File: src/rtl/ssbr_pkg.sv
// Shared types, constants and helper functions for the seven-segment refresh block.
package ssbr_pkg;

	localparam logic [7:0] MINUS_CODE = 8'h40;
	localparam logic [7:0] POINT_BIT  = 8'h80;
	localparam logic [6:0] CMD_BASE   = 7'h68;
	localparam logic [1:0] FRAME_LAST = 2'd3;
	localparam logic [2:0] PHASE_WRAP = 3'd6;
	localparam logic [31:0] RECIP_10  = 32'd52429;
	localparam int          RECIP_SH  = 19;
	localparam int          FIFO_DEPTH = 2;

	typedef struct packed {
		logic              blank;
		logic              number_mode;
		logic              neg;
		logic [3:0]        dot_mask;
		logic [3:0][7:0]   text;
		logic [3:0][3:0]   digits;
	} ssbr_ctrl_t;

	typedef struct packed {
		logic [3:0][7:0] seg;
	} ssbr_word_t;

	typedef struct packed {
		logic [15:0] quot;
		logic [3:0]  rem;
	} ssbr_div_t;

	function automatic ssbr_div_t div10(input logic [15:0] v);
		ssbr_div_t   res;
		logic [31:0] prod;
		logic [15:0] tenq;
		prod     = {16'd0, v} * RECIP_10;
		res.quot = 16'(prod >> RECIP_SH);
		tenq     = 16'({res.quot, 3'b000} + {2'b00, res.quot, 1'b0});
		res.rem  = 4'(v - tenq);
		return res;
	endfunction

	function automatic logic [7:0] seg_of(input logic [3:0] d);
		logic [7:0] code;
		case (d)
			4'd0: code = 8'h3F;
			4'd1: code = 8'h06;
			4'd2: code = 8'h5B;
			4'd3: code = 8'h4F;
			4'd4: code = 8'h66;
			4'd5: code = 8'h6D;
			4'd6: code = 8'h7D;
			4'd7: code = 8'h07;
			4'd8: code = 8'h7F;
			4'd9: code = 8'h6F;
			default: code = 8'h00;
		endcase
		return code;
	endfunction

endpackage

File: src/rtl/ssbr_front.sv
// Front end: accepts ticks, steps the blink and dot state, extracts decimal digits.
module ssbr_front (
	input  logic                clk,
	input  logic                arst_n,
	input  logic                in_valid,
	output logic                in_ready,
	input  logic [15:0]         shown_number,
	input  logic                number_mode,
	input  logic [7:0]          text_seg0,
	input  logic [7:0]          text_seg1,
	input  logic [7:0]          text_seg2,
	input  logic [7:0]          text_seg3,
	input  logic                blink_enable,
	input  logic                fixed_dot_enable,
	input  logic                running_dot_enable,
	output logic                push,
	input  logic                push_ready,
	output ssbr_pkg::ssbr_word_t push_word
);
	import ssbr_pkg::*;

	logic [2:0]  tick_phase_q;
	logic        blink_phase_q;
	logic [1:0]  dot_pos_q;
	logic [2:0]  tick_next;
	logic        blink_next;
	logic [1:0]  dot_next;
	logic [3:0]  mask_next;
	logic [15:0] mag;
	logic [3:0]  inc_sum;
	logic        adv;
	logic        accept;
	ssbr_ctrl_t  ctrl_in;

	logic        val_s1, val_s2, val_s3, val_s4, val_s5;
	ssbr_ctrl_t  ctrl_s1, ctrl_s2, ctrl_s3, ctrl_s4, ctrl_s5;
	ssbr_ctrl_t  ctrl_d2, ctrl_d3, ctrl_d4, ctrl_d5;
	logic [15:0] num_s1, num_s2, num_s3, num_s4;
	ssbr_div_t   div_1, div_2, div_3, div_4;

	assign adv      = !val_s5 || push_ready;
	assign in_ready = adv;
	assign accept   = in_valid && adv;
	assign push     = val_s5 && push_ready;

	always_comb begin
		inc_sum   = {1'b0, tick_phase_q} + 4'd1;
		tick_next = (inc_sum >= {1'b0, PHASE_WRAP}) ? 3'(inc_sum - {1'b0, PHASE_WRAP})
			: inc_sum[2:0];
		blink_next = blink_phase_q ^ (tick_next inside {3'd0, 3'd3});
		dot_next   = dot_pos_q;
		mask_next  = 4'b0000;
		if (fixed_dot_enable) begin
			mask_next = 4'b0001;
		end else if (running_dot_enable) begin
			if (!tick_next[0]) begin
				dot_next = dot_pos_q + 2'd1;
			end
			mask_next = 4'b0001 << dot_next;
		end
		mag = shown_number[15] ? 16'(~shown_number + 16'd1) : shown_number;
		ctrl_in.blank       = blink_enable && !blink_phase_q;
		ctrl_in.number_mode = number_mode;
		ctrl_in.neg         = shown_number[15];
		ctrl_in.dot_mask    = mask_next;
		ctrl_in.text        = {text_seg3, text_seg2, text_seg1, text_seg0};
		ctrl_in.digits      = '0;
	end

	always_ff @(posedge clk or negedge arst_n) begin
		if (!arst_n) begin
			tick_phase_q  <= '0;
			blink_phase_q <= 1'b0;
			dot_pos_q     <= '0;
		end else if (accept) begin
			tick_phase_q  <= tick_next;
			blink_phase_q <= blink_next;
			dot_pos_q     <= dot_next;
		end
	end

	always_ff @(posedge clk or negedge arst_n) begin
		if (!arst_n) begin
			val_s1 <= 1'b0;
			val_s2 <= 1'b0;
			val_s3 <= 1'b0;
			val_s4 <= 1'b0;
			val_s5 <= 1'b0;
		end else if (adv) begin
			val_s1 <= in_valid;
			val_s2 <= val_s1;
			val_s3 <= val_s2;
			val_s4 <= val_s3;
			val_s5 <= val_s4;
		end
	end

	assign div_1 = div10(num_s1);
	assign div_2 = div10(num_s2);
	assign div_3 = div10(num_s3);
	assign div_4 = div10(num_s4);

	always_comb begin
		ctrl_d2           = ctrl_s1;
		ctrl_d2.digits[0] = div_1.rem;
		ctrl_d3           = ctrl_s2;
		ctrl_d3.digits[1] = div_2.rem;
		ctrl_d4           = ctrl_s3;
		ctrl_d4.digits[2] = div_3.rem;
		ctrl_d5           = ctrl_s4;
		ctrl_d5.digits[3] = div_4.rem;
	end

	always_ff @(posedge clk) begin
		if (adv) begin
			ctrl_s1 <= ctrl_in;
			num_s1  <= mag;
			ctrl_s2 <= ctrl_d2;
			num_s2  <= div_1.quot;
			ctrl_s3 <= ctrl_d3;
			num_s3  <= div_2.quot;
			ctrl_s4 <= ctrl_d4;
			num_s4  <= div_3.quot;
			ctrl_s5 <= ctrl_d5;
		end
	end

	always_comb begin
		for (int k = 0; k < 4; k++) begin
			if (ctrl_s5.blank) begin
				push_word.seg[k] = 8'h00;
			end else if (ctrl_s5.number_mode) begin
				push_word.seg[k] = (k == 3 && ctrl_s5.neg) ? MINUS_CODE
					: seg_of(ctrl_s5.digits[k]);
			end else begin
				push_word.seg[k] = ctrl_s5.text[k];
			end
			if (ctrl_s5.dot_mask[k]) begin
				push_word.seg[k] = push_word.seg[k] | POINT_BIT;
			end
		end
	end

endmodule

File: src/rtl/ssbr_fifo.sv
// Two-entry queue of digit words between the front end and the frame sender.
module ssbr_fifo (
	input  logic                 clk,
	input  logic                 arst_n,
	input  logic                 push,
	output logic                 push_ready,
	input  ssbr_pkg::ssbr_word_t push_word,
	output logic                 pop_valid,
	input  logic                 pop,
	output ssbr_pkg::ssbr_word_t pop_word
);
	import ssbr_pkg::*;

	ssbr_word_t mem_q [FIFO_DEPTH];
	logic       wr_ptr_q;
	logic       rd_ptr_q;
	logic [1:0] count_q;
	logic       do_push;
	logic       do_pop;

	assign push_ready = (count_q != 2'(FIFO_DEPTH));
	assign pop_valid  = (count_q != 2'd0);
	assign pop_word   = mem_q[rd_ptr_q];
	assign do_push    = push && push_ready;
	assign do_pop     = pop && pop_valid;

	always_ff @(posedge clk) begin
		if (do_push) begin
			mem_q[wr_ptr_q] <= push_word;
		end
	end

	always_ff @(posedge clk or negedge arst_n) begin
		if (!arst_n) begin
			wr_ptr_q <= 1'b0;
			rd_ptr_q <= 1'b0;
			count_q  <= '0;
		end else begin
			if (do_push) begin
				wr_ptr_q <= !wr_ptr_q;
			end
			if (do_pop) begin
				rd_ptr_q <= !rd_ptr_q;
			end
			case ({do_push, do_pop})
				2'b10:   count_q <= count_q + 2'd1;
				2'b01:   count_q <= count_q - 2'd1;
				default: count_q <= count_q;
			endcase
		end
	end

endmodule

File: src/rtl/ssbr_back.sv
// Back end: sends four command and segment frames for each queued digit word.
module ssbr_back (
	input  logic                 clk,
	input  logic                 arst_n,
	input  logic                 pop_valid,
	output logic                 pop,
	input  ssbr_pkg::ssbr_word_t pop_word,
	output logic                 out_valid,
	input  logic                 out_ready,
	output logic [6:0]           command_byte,
	output logic [7:0]           segment_byte,
	output logic                 last_frame
);
	import ssbr_pkg::*;

	logic       busy_q;
	logic [1:0] cnt_q;
	ssbr_word_t word_q;
	logic       fire;
	logic       done;
	logic       load;
	logic [1:0] digit_sel;

	assign out_valid    = busy_q;
	assign fire         = busy_q && out_ready;
	assign done         = fire && (cnt_q == FRAME_LAST);
	assign load         = !busy_q || done;
	assign pop          = load && pop_valid;
	assign digit_sel    = cnt_q + 2'd1;
	assign command_byte = CMD_BASE + {4'd0, cnt_q, 1'b0};
	assign segment_byte = word_q.seg[digit_sel];
	assign last_frame   = (cnt_q == FRAME_LAST);

	always_ff @(posedge clk or negedge arst_n) begin
		if (!arst_n) begin
			busy_q <= 1'b0;
			cnt_q  <= '0;
		end else if (load) begin
			busy_q <= pop_valid;
			cnt_q  <= '0;
		end else if (fire) begin
			cnt_q <= cnt_q + 2'd1;
		end
	end

	always_ff @(posedge clk) begin
		if (pop) begin
			word_q <= pop_word;
		end
	end

`ifndef SYNTHESIS
	a_frame_step: assert property (@(posedge clk) disable iff (!arst_n)
		fire && cnt_q != FRAME_LAST |=> busy_q && cnt_q == $past(cnt_q) + 2'd1)
		else $error("frame counter did not advance");
	a_stall_hold: assert property (@(posedge clk) disable iff (!arst_n)
		busy_q && !out_ready |=> busy_q && $stable(cnt_q) && $stable(word_q))
		else $error("frame changed while stalled");
	a_start_first: assert property (@(posedge clk) disable iff (!arst_n)
		$rose(busy_q) |-> cnt_q == 2'd0)
		else $error("word started at a later frame");
`endif

endmodule

File: src/rtl/seven_segment_blink_refresh.sv
// Top level: four-digit seven-segment refresh with blink and running dot.
// A tick passes the front-end pipeline registers and the two-entry queue before the sender loads it.
// Throughput: one frame per cycle from the frame sender while out_ready is high.
// The front end takes a tick every cycle until the two-entry queue is full and its last stage holds a word.
// Reset clears tick and blink phase, dot position, pipeline, queue and sender.
module seven_segment_blink_refresh (
	input  logic        clk,
	input  logic        arst_n,
	input  logic        in_valid,
	output logic        in_ready,
	input  logic [15:0] shown_number,
	input  logic        number_mode,
	input  logic [7:0]  text_seg0,
	input  logic [7:0]  text_seg1,
	input  logic [7:0]  text_seg2,
	input  logic [7:0]  text_seg3,
	input  logic        blink_enable,
	input  logic        fixed_dot_enable,
	input  logic        running_dot_enable,
	output logic        out_valid,
	input  logic        out_ready,
	output logic [6:0]  command_byte,
	output logic [7:0]  segment_byte,
	output logic        last_frame
);
	import ssbr_pkg::*;

	logic       push;
	logic       push_ready;
	ssbr_word_t push_word;
	logic       pop_valid;
	logic       pop;
	ssbr_word_t pop_word;

	ssbr_front u_front (
		.clk                (clk),
		.arst_n             (arst_n),
		.in_valid           (in_valid),
		.in_ready           (in_ready),
		.shown_number       (shown_number),
		.number_mode        (number_mode),
		.text_seg0          (text_seg0),
		.text_seg1          (text_seg1),
		.text_seg2          (text_seg2),
		.text_seg3          (text_seg3),
		.blink_enable       (blink_enable),
		.fixed_dot_enable   (fixed_dot_enable),
		.running_dot_enable (running_dot_enable),
		.push               (push),
		.push_ready         (push_ready),
		.push_word          (push_word)
	);

	ssbr_fifo u_fifo (
		.clk        (clk),
		.arst_n     (arst_n),
		.push       (push),
		.push_ready (push_ready),
		.push_word  (push_word),
		.pop_valid  (pop_valid),
		.pop        (pop),
		.pop_word   (pop_word)
	);

	ssbr_back u_back (
		.clk          (clk),
		.arst_n       (arst_n),
		.pop_valid    (pop_valid),
		.pop          (pop),
		.pop_word     (pop_word),
		.out_valid    (out_valid),
		.out_ready    (out_ready),
		.command_byte (command_byte),
		.segment_byte (segment_byte),
		.last_frame   (last_frame)
	);

endmodule

File: config.mk
export PLATFORM = sky130hd
export DESIGN_NAME = seven_segment_blink_refresh
export DESIGN_NICKNAME = d
export VERILOG_FILES = /design/src/rtl/ssbr_pkg.sv /design/src/rtl/ssbr_front.sv /design/src/rtl/ssbr_fifo.sv /design/src/rtl/ssbr_back.sv /design/src/rtl/seven_segment_blink_refresh.sv
export SDC_FILE = /design/constraint.sdc
export NUM_CORES = 1
export LEC_CHECK = 0
export ABC_AREA = 1
export ABC_CLOCK_PERIOD_IN_PS = 11900
export BUFFER_PORTS_ARGS = -buffer_cell sky130_fd_sc_hd__buf_2
export CAP_MARGIN = 25
export CORE_MARGIN = 1.5
export CORE_UTILIZATION = 60
export DETAILED_ROUTE_END_ITERATION = 7
export PLACE_DENSITY_LB_ADDON = 0.2
export SYNTH_ARGS = -nofsm -noshare
export SYNTH_HDL_FRONTEND = slang
export SYNTH_SLANG_ARGS = --single-unit
export TNS_END_PERCENT = 100
File: constraint.sdc
create_clock -name clk -period 11.9 [get_ports clk]
set_clock_uncertainty 0.1 [all_clocks]
set_input_delay 0.595 -clock clk [delete_from_list [all_inputs] [get_ports clk]]
set_output_delay 0.595 -clock clk [all_outputs]
set_load 0.01 [all_outputs]
---- Yosys cells after proc, flatten, opt, wreduce, memory -nomap -nowiden ----
Memory sizes are Yosys's and may differ from the RTL's. A register that Yosys moved wholly into a read port is not among the register bits.
Cells that the tools add are included.
storage, ports and cells
  memory bits (read-only) ................. 448
  bits of input ports ..................... 56
  output and inout port bits .............. 18
  flip-flop bits (word level) ............. 299
  memory bits (writable) .................. 64
  memories ................................ 5
  word-level logic and storage cells ...... 158
operators by class
  reductions and logical operators ........ 22
  multiplexer cells ....................... 30
  $lt $le $gt $ge ......................... 2
  equality and inequality tests ........... 5
  add/subtract/negate cells ............... 16
  bitwise logic cells ..................... 4
  $mul .................................... 4
  shifts and indexed selects .............. 1
memory list
  memory            words  width  rd ports  clocked after memory_dff  write ports  RTL line         source
  (name not given)  16     7      1         1                         0            ssbr_pkg.sv:44   case (d)
  (name not given)  16     7      1         1                         0            ssbr_pkg.sv:44
  (name not given)  16     7      1         1                         0            ssbr_pkg.sv:44
  (name not given)  16     7      1         1                         0            ssbr_pkg.sv:44
  u_fifo.mem_q      2      32     1         1                         1            ssbr_fifo.sv:14  ssbr_word_t mem_q [FIFO_DEPTH];
operators by type and width
  cell                                                               count
  2-to-1 mux 8 bit                                                   14
  multiplier 16 x 16 -> 32 bit, second input constant                1
  multiplier 13 x 16 -> 29 bit, second input constant                1
  multiplier 10 x 16 -> 26 bit, second input constant                1
  multiplier 7 x 16 -> 22 bit, second input constant                 1
  adder 16 x 1 -> 16 bit, second input constant                      1
  adder 4 bit                                                        4
  binary-select mux 8 bit (select 2 bit)                             1
  2-to-1 mux 4 bit                                                   4
  NOT 16 bit                                                         1
  subtractor 4 bit                                                   4
  2-to-1 mux 15 bit                                                  1
  2-to-1 mux 2 bit                                                   5
  logical AND 1 bit                                                  8
  nonzero test 2 bit                                                 4
  adder 6 x 4 -> 7 bit, first input constant                         1
  adder 2 x 1 -> 2 bit, second input constant                        3
  logical NOT 1 bit                                                  5
  adder 3 x 1 -> 4 bit, second input constant                        1
  == test 2 bit, second input constant                               2
  greater-or-equal comparator 4 x 3 -> 1 bit, second input constant  1
  one-hot mux 2 bit (2 select lines)                                 1
  << shifter 1 x 2 -> 4 bit, first input constant                    1
  == test 3 x 2 -> 1 bit, second input constant                      1
  13 further kinds                                                   17

---- Longest topological paths before layout ----
  word-level depth ........................ 8
  depth in mapped cells ................... 30
  depth with buffers taken out ............ 30

---- Hierarchy ----
From an unflattened synthesis, not the netlist that was laid out.
unflattened totals
  cells, all modules ...................... 2535
  area, all modules ....................... 27476.4 um2
by module, submodules not included
  module      cells an instance  sequential area each (um2)  area each (um2)  instances
  ssbr_front  2187               9273.9                      23287.3          1
  ssbr_fifo   197                2021.9                      2598.7           1
  ssbr_back   151                1036.0                      1590.3           1

---- Worst setup path after synthesis ----
Ideal clock, no wire load.
  path kind ............................... register -> register
  from .................................... reg u_front.num_s1[4]
  to ...................................... reg u_front.ctrl_s2 (netlist bit u_front.ctrl_d3[3]), data pin
  arrival time ............................ 5354 ps
  library setup time ...................... 252 ps
  buffers on the path ..................... 0
  data required time ...................... 11548 ps
  cell stages (with the launch flop) ...... 27
  path slack .............................. 6194 ps
  period minus slack after synthesis ...... 5706 ps
  cells stage by stage .................... edfxtp_1 > ha_1 > fa_1 > inv_1 > fa_1 > fa_1 > inv_1 > fa_1 > inv_1 > fa_1 > inv_1 > ha_1 > a21oi_1 > nand2_1 > nor2_1 > inv_1 > a21oi_1 > xnor2_1 > ha_1 > xor2_1 > inv_1 > nand2_1 > nand2_1 > nand2_1 > nand2_1 > nand2_1 > nand2_1
RTL lines
  what                    RTL line           source
  from (decl)             ssbr_front.sv:38   logic [15:0] num_s1, num_s2, num_s3, num_s4;
  from (signal assigned)  ssbr_front.sv:117  num_s1 <= mag;
  to (signal assigned)    ssbr_front.sv:118  ctrl_s2 <= ctrl_d2;
  to (decl)               ssbr_front.sv:36   ssbr_ctrl_t ctrl_s1, ctrl_s2, ctrl_s3, ctrl_s4, ctrl_s5;

==> flow_metrics.tcl <==
set metrics [dict create \
    synthTopCellsByCount "463 x inv_1, 377 x edfxtp_1, 365 x ha_1" \
    fin_crit_sh 0.523 \
    whs_endpoint "u_front.ctrl_d2[27]" \
    fin_setup_tns_ps 0 \
    n_fill_cell 3285 \
    cp_slowest_stage_delay_ps 560 \
    required_ps 12100 \
    die_y_um 215 \
    drc 0 \
    drtIter0Drc 891 \
    antenna_found_initial 1 \
    cts_buffers 43 \
    ios 74 \
    status "complete, no violations" \
    crit_slowest_cell "fa_1" \
    yosysWarningCount 0 \
    avgSynthCellArea_um2 11.5 \
    numClockSinks 423 \
    drt_wl_total_um 51200 \
    drt_first_pass_iters 5 \
    worstMarginPinSlew_ps 851 \
    setup_viol 0 \
    die-area_um2 46100 \
    synth_enable_flop_cells 377 \
    nets 3035 \
    cp.buffers_inverters 6 \
    drv_cap 0 \
    synth-seq-area-share 0.458 \
    synth_flop_cell "edfxtp_1" \
    synth.most_common_cell "inv_1" \
    path_common_cell "nand2_1" \
    die_x_um 215 \
    placed_cell_area_um2 27900 \
    netlist.area_leader.share 0.421 \
    synth.area.top_cells "edfxtp_1 42%, ha_1 17%, fa_1 13%, inv_1 6.5%, nand2_1 3.6%" \
    grt_util_all_layers 0.227 \
    n_antenna_cell 0 \
    final_util 0.664 \
    grt_setup_unrepaired "false" \
    cts_root_buf "clkbuf_16" \
    numPortBuffers 68 \
    cts_tree "yes" \
    vias 16094 \
    wl_per_cell_um 16.7 \
    syn_inst 2343 \
    clk_latency_ps 560 \
    dp.final_hpwl_um 40600 \
    cp_top_family "adder cells" \
    grt_max_degree 87 \
    crit_type "flip-flop to flip-flop" \
    area.growth.synth_to_final_pct 9.10 \
    reg2reg_to "u_front.ctrl_d3[3]" \
    post-cts-setup-buffers 0 \
    crit_path_max_fanout 6 \
    core-area_um2 44200 \
    gr-total-overflow 0 \
    async_reset_ff_frac 0.0426 \
    final_max_slew_viol_count 0 \
    synth_seq_cells 423 \
    min_from "text_seg1[3]" \
    gp_congestion 0.919 \
    r2r_cells 26 \
    drive_above_1_share 0.0899 \
    ys_types 50 \
    cts_buffer_depth 3 \
    worst_hold_path_type "input pin to flip-flop" \
    end_kind "flip-flop" \
    fin_hold_ws_ps 112 \
    start_kind "flip-flop" \
    grt_pass1_vias 16623 \
    antenna_left 0 \
    final_area_um2 29300 \
    min_period_ps 6230 \
    cts_max_level 2 \
    fmaxAchievable_mhz 161 \
    relSlewSlack 0.433 \
    clk_pin_slew_ps 60 \
    min_path_cells 1 \
    cp.arrival_ps 6420 \
    hold_viol 0 \
    syn-cell-area_um2 26900 \
    grt_pass1_wl_um 83400 \
    vias_per_cell 5.24 \
    initial_utilization 0.608 \
    synth_top_area_cell "edfxtp_1" \
    rows 77 \
    r2r-start "u_front.num_s1[4]" \
    rrSetupSlack_ps 5670 \
]
kinds of logic after synthesis:
| family | count (synthesis) | share of synthesized area |
|---|---|---|
| xor+xnor | 74 | 0.0247 |
| fa+ha+maj | 533 | 0.295 |
| compound gates | 254 | 0.0538 |
| flops | 423 | 0.458 |
| mux | 32 | 0.0134 |
| buf+inv | 493 | 0.0700 |
| other cells | 2 | 0.000279 |
| simple gates | 532 | 0.0847 |
stage by stage:
stage | worst slack, ps | std cells
after floorplan | 6190 | 2346
after global placement | 5810 | 2991
after detailed placement | 5730 | 2991
after CTS | 5710 | 3071
after global routing | 5290 | 3072
final | 5670 | 3072
worst max-delay path by stage:
stage,from,endpoint,slack (ps),cells after the start
final,u_front.num_s1[4],u_front.ctrl_d3[3],5670,26
after detailed placement,u_front.num_s1[4],u_front.ctrl_d3[3],5730,26
after CTS,u_front.num_s1[4],u_front.ctrl_d3[3],5710,26
after global routing,u_front.num_s1[4],u_front.ctrl_d3[3],5290,26
after floorplan,u_front.num_s1[4],u_front.ctrl_d3[3],6190,26
after global placement,u_front.num_s1[4],u_front.ctrl_d3[3],5810,26
repair_timing:
item,CTS,global route
hold buffers,1,0
endpoints found under the hold margin,18,0
resized for setup,0,0
area by class of cell:
type	count	area [um2]	share of cell area
flip-flops and latches	423	12300	0.420
multi-input cells	1430	12700	0.433
inverters	469	1760	0.0600
repair buffers	79	445	0.0152
clock inverters	23	178	0.00605
well taps	592	741	0.0252
clock buffers	56	1180	0.0404
flip-flops by register name (all words and copies together) (netlist names), 3 cells and up, named ones only:
register and flops:
u_front.ctrl_d3 43, u_front.ctrl_d4 47, u_front.ctrl_d5 51, u_front.ctrl_s5 55, u_front.num_s3 10, u_fifo.mem_q 64, u_back.word_q 32, u_front.num_s4 7
u_front.num_s2 13, u_front.ctrl_d2 39, u_front.num_s1 16, u_front.tick_phase_q 3
per-layer routing:
layer | part of all wire | global-route usage | routed length (um) | up-vias
met5 | 0.00016 | 0 | 8 | -
met4 | 0.017 | 0.0512 | 880 | 2
met3 | 0.034 | 0.0320 | 1730 | 63
met2 | 0.50 | 0.395 | 25500 | 219
met1 | 0.45 | 0.305 | 23100 | 7822
li1 | - | - | - | 7988
worst reg2reg max path, delay by kind of cell, from the launching register on:
kind                     cells  cell delay [ps]
buffers and inverters        6              330
AND/OR/NAND/NOR              8              580
AO/OA/AOI/OAI                2              440
flip-flops                   1              510
XOR/XNOR                     2              350
adder cells (fa/ha/maj)      8             3660
cell usage in the layout, fill, tap and decap left out, types with 4 or more instances in the layout:
cell type	netlist	layout
a21o_1	11	11
a21oi_1	79	79
a221oi_1	4	4
a31o_2	5	5
a31oi_1	6	6
buf_2	1	68
buf_4	6	9
clkbuf_1	16	7
clkbuf_16	0	43
clkbuf_8	1	6
clkinv_1	0	6
clkinv_2	0	7
conb_1	2	5
dfrtp_1	18	18
dfxtp_1	28	28
edfxtp_1	377	377
fa_1	168	168
ha_1	365	365
inv_1	463	463
inv_2	6	6
mux2_2	32	32
nand2_1	261	261
nand3_1	54	54
nand3b_1	5	5
nand4_1	11	11
nor2_1	136	134
nor3_1	18	18
nor3b_1	4	4
nor4_1	7	7
o21ai_0	98	98
o21ai_1	11	11
o21ai_2	10	10
o21bai_1	6	6
o22ai_1	10	10
or2_0	4	4
or2_1	9	9
or2_2	14	14
xnor2_1	31	31
xor2_1	41	41
Power is left out: the tool's default activity adds up to more than one toggle a clock period on the data nets, which glitch-free logic cannot reach.
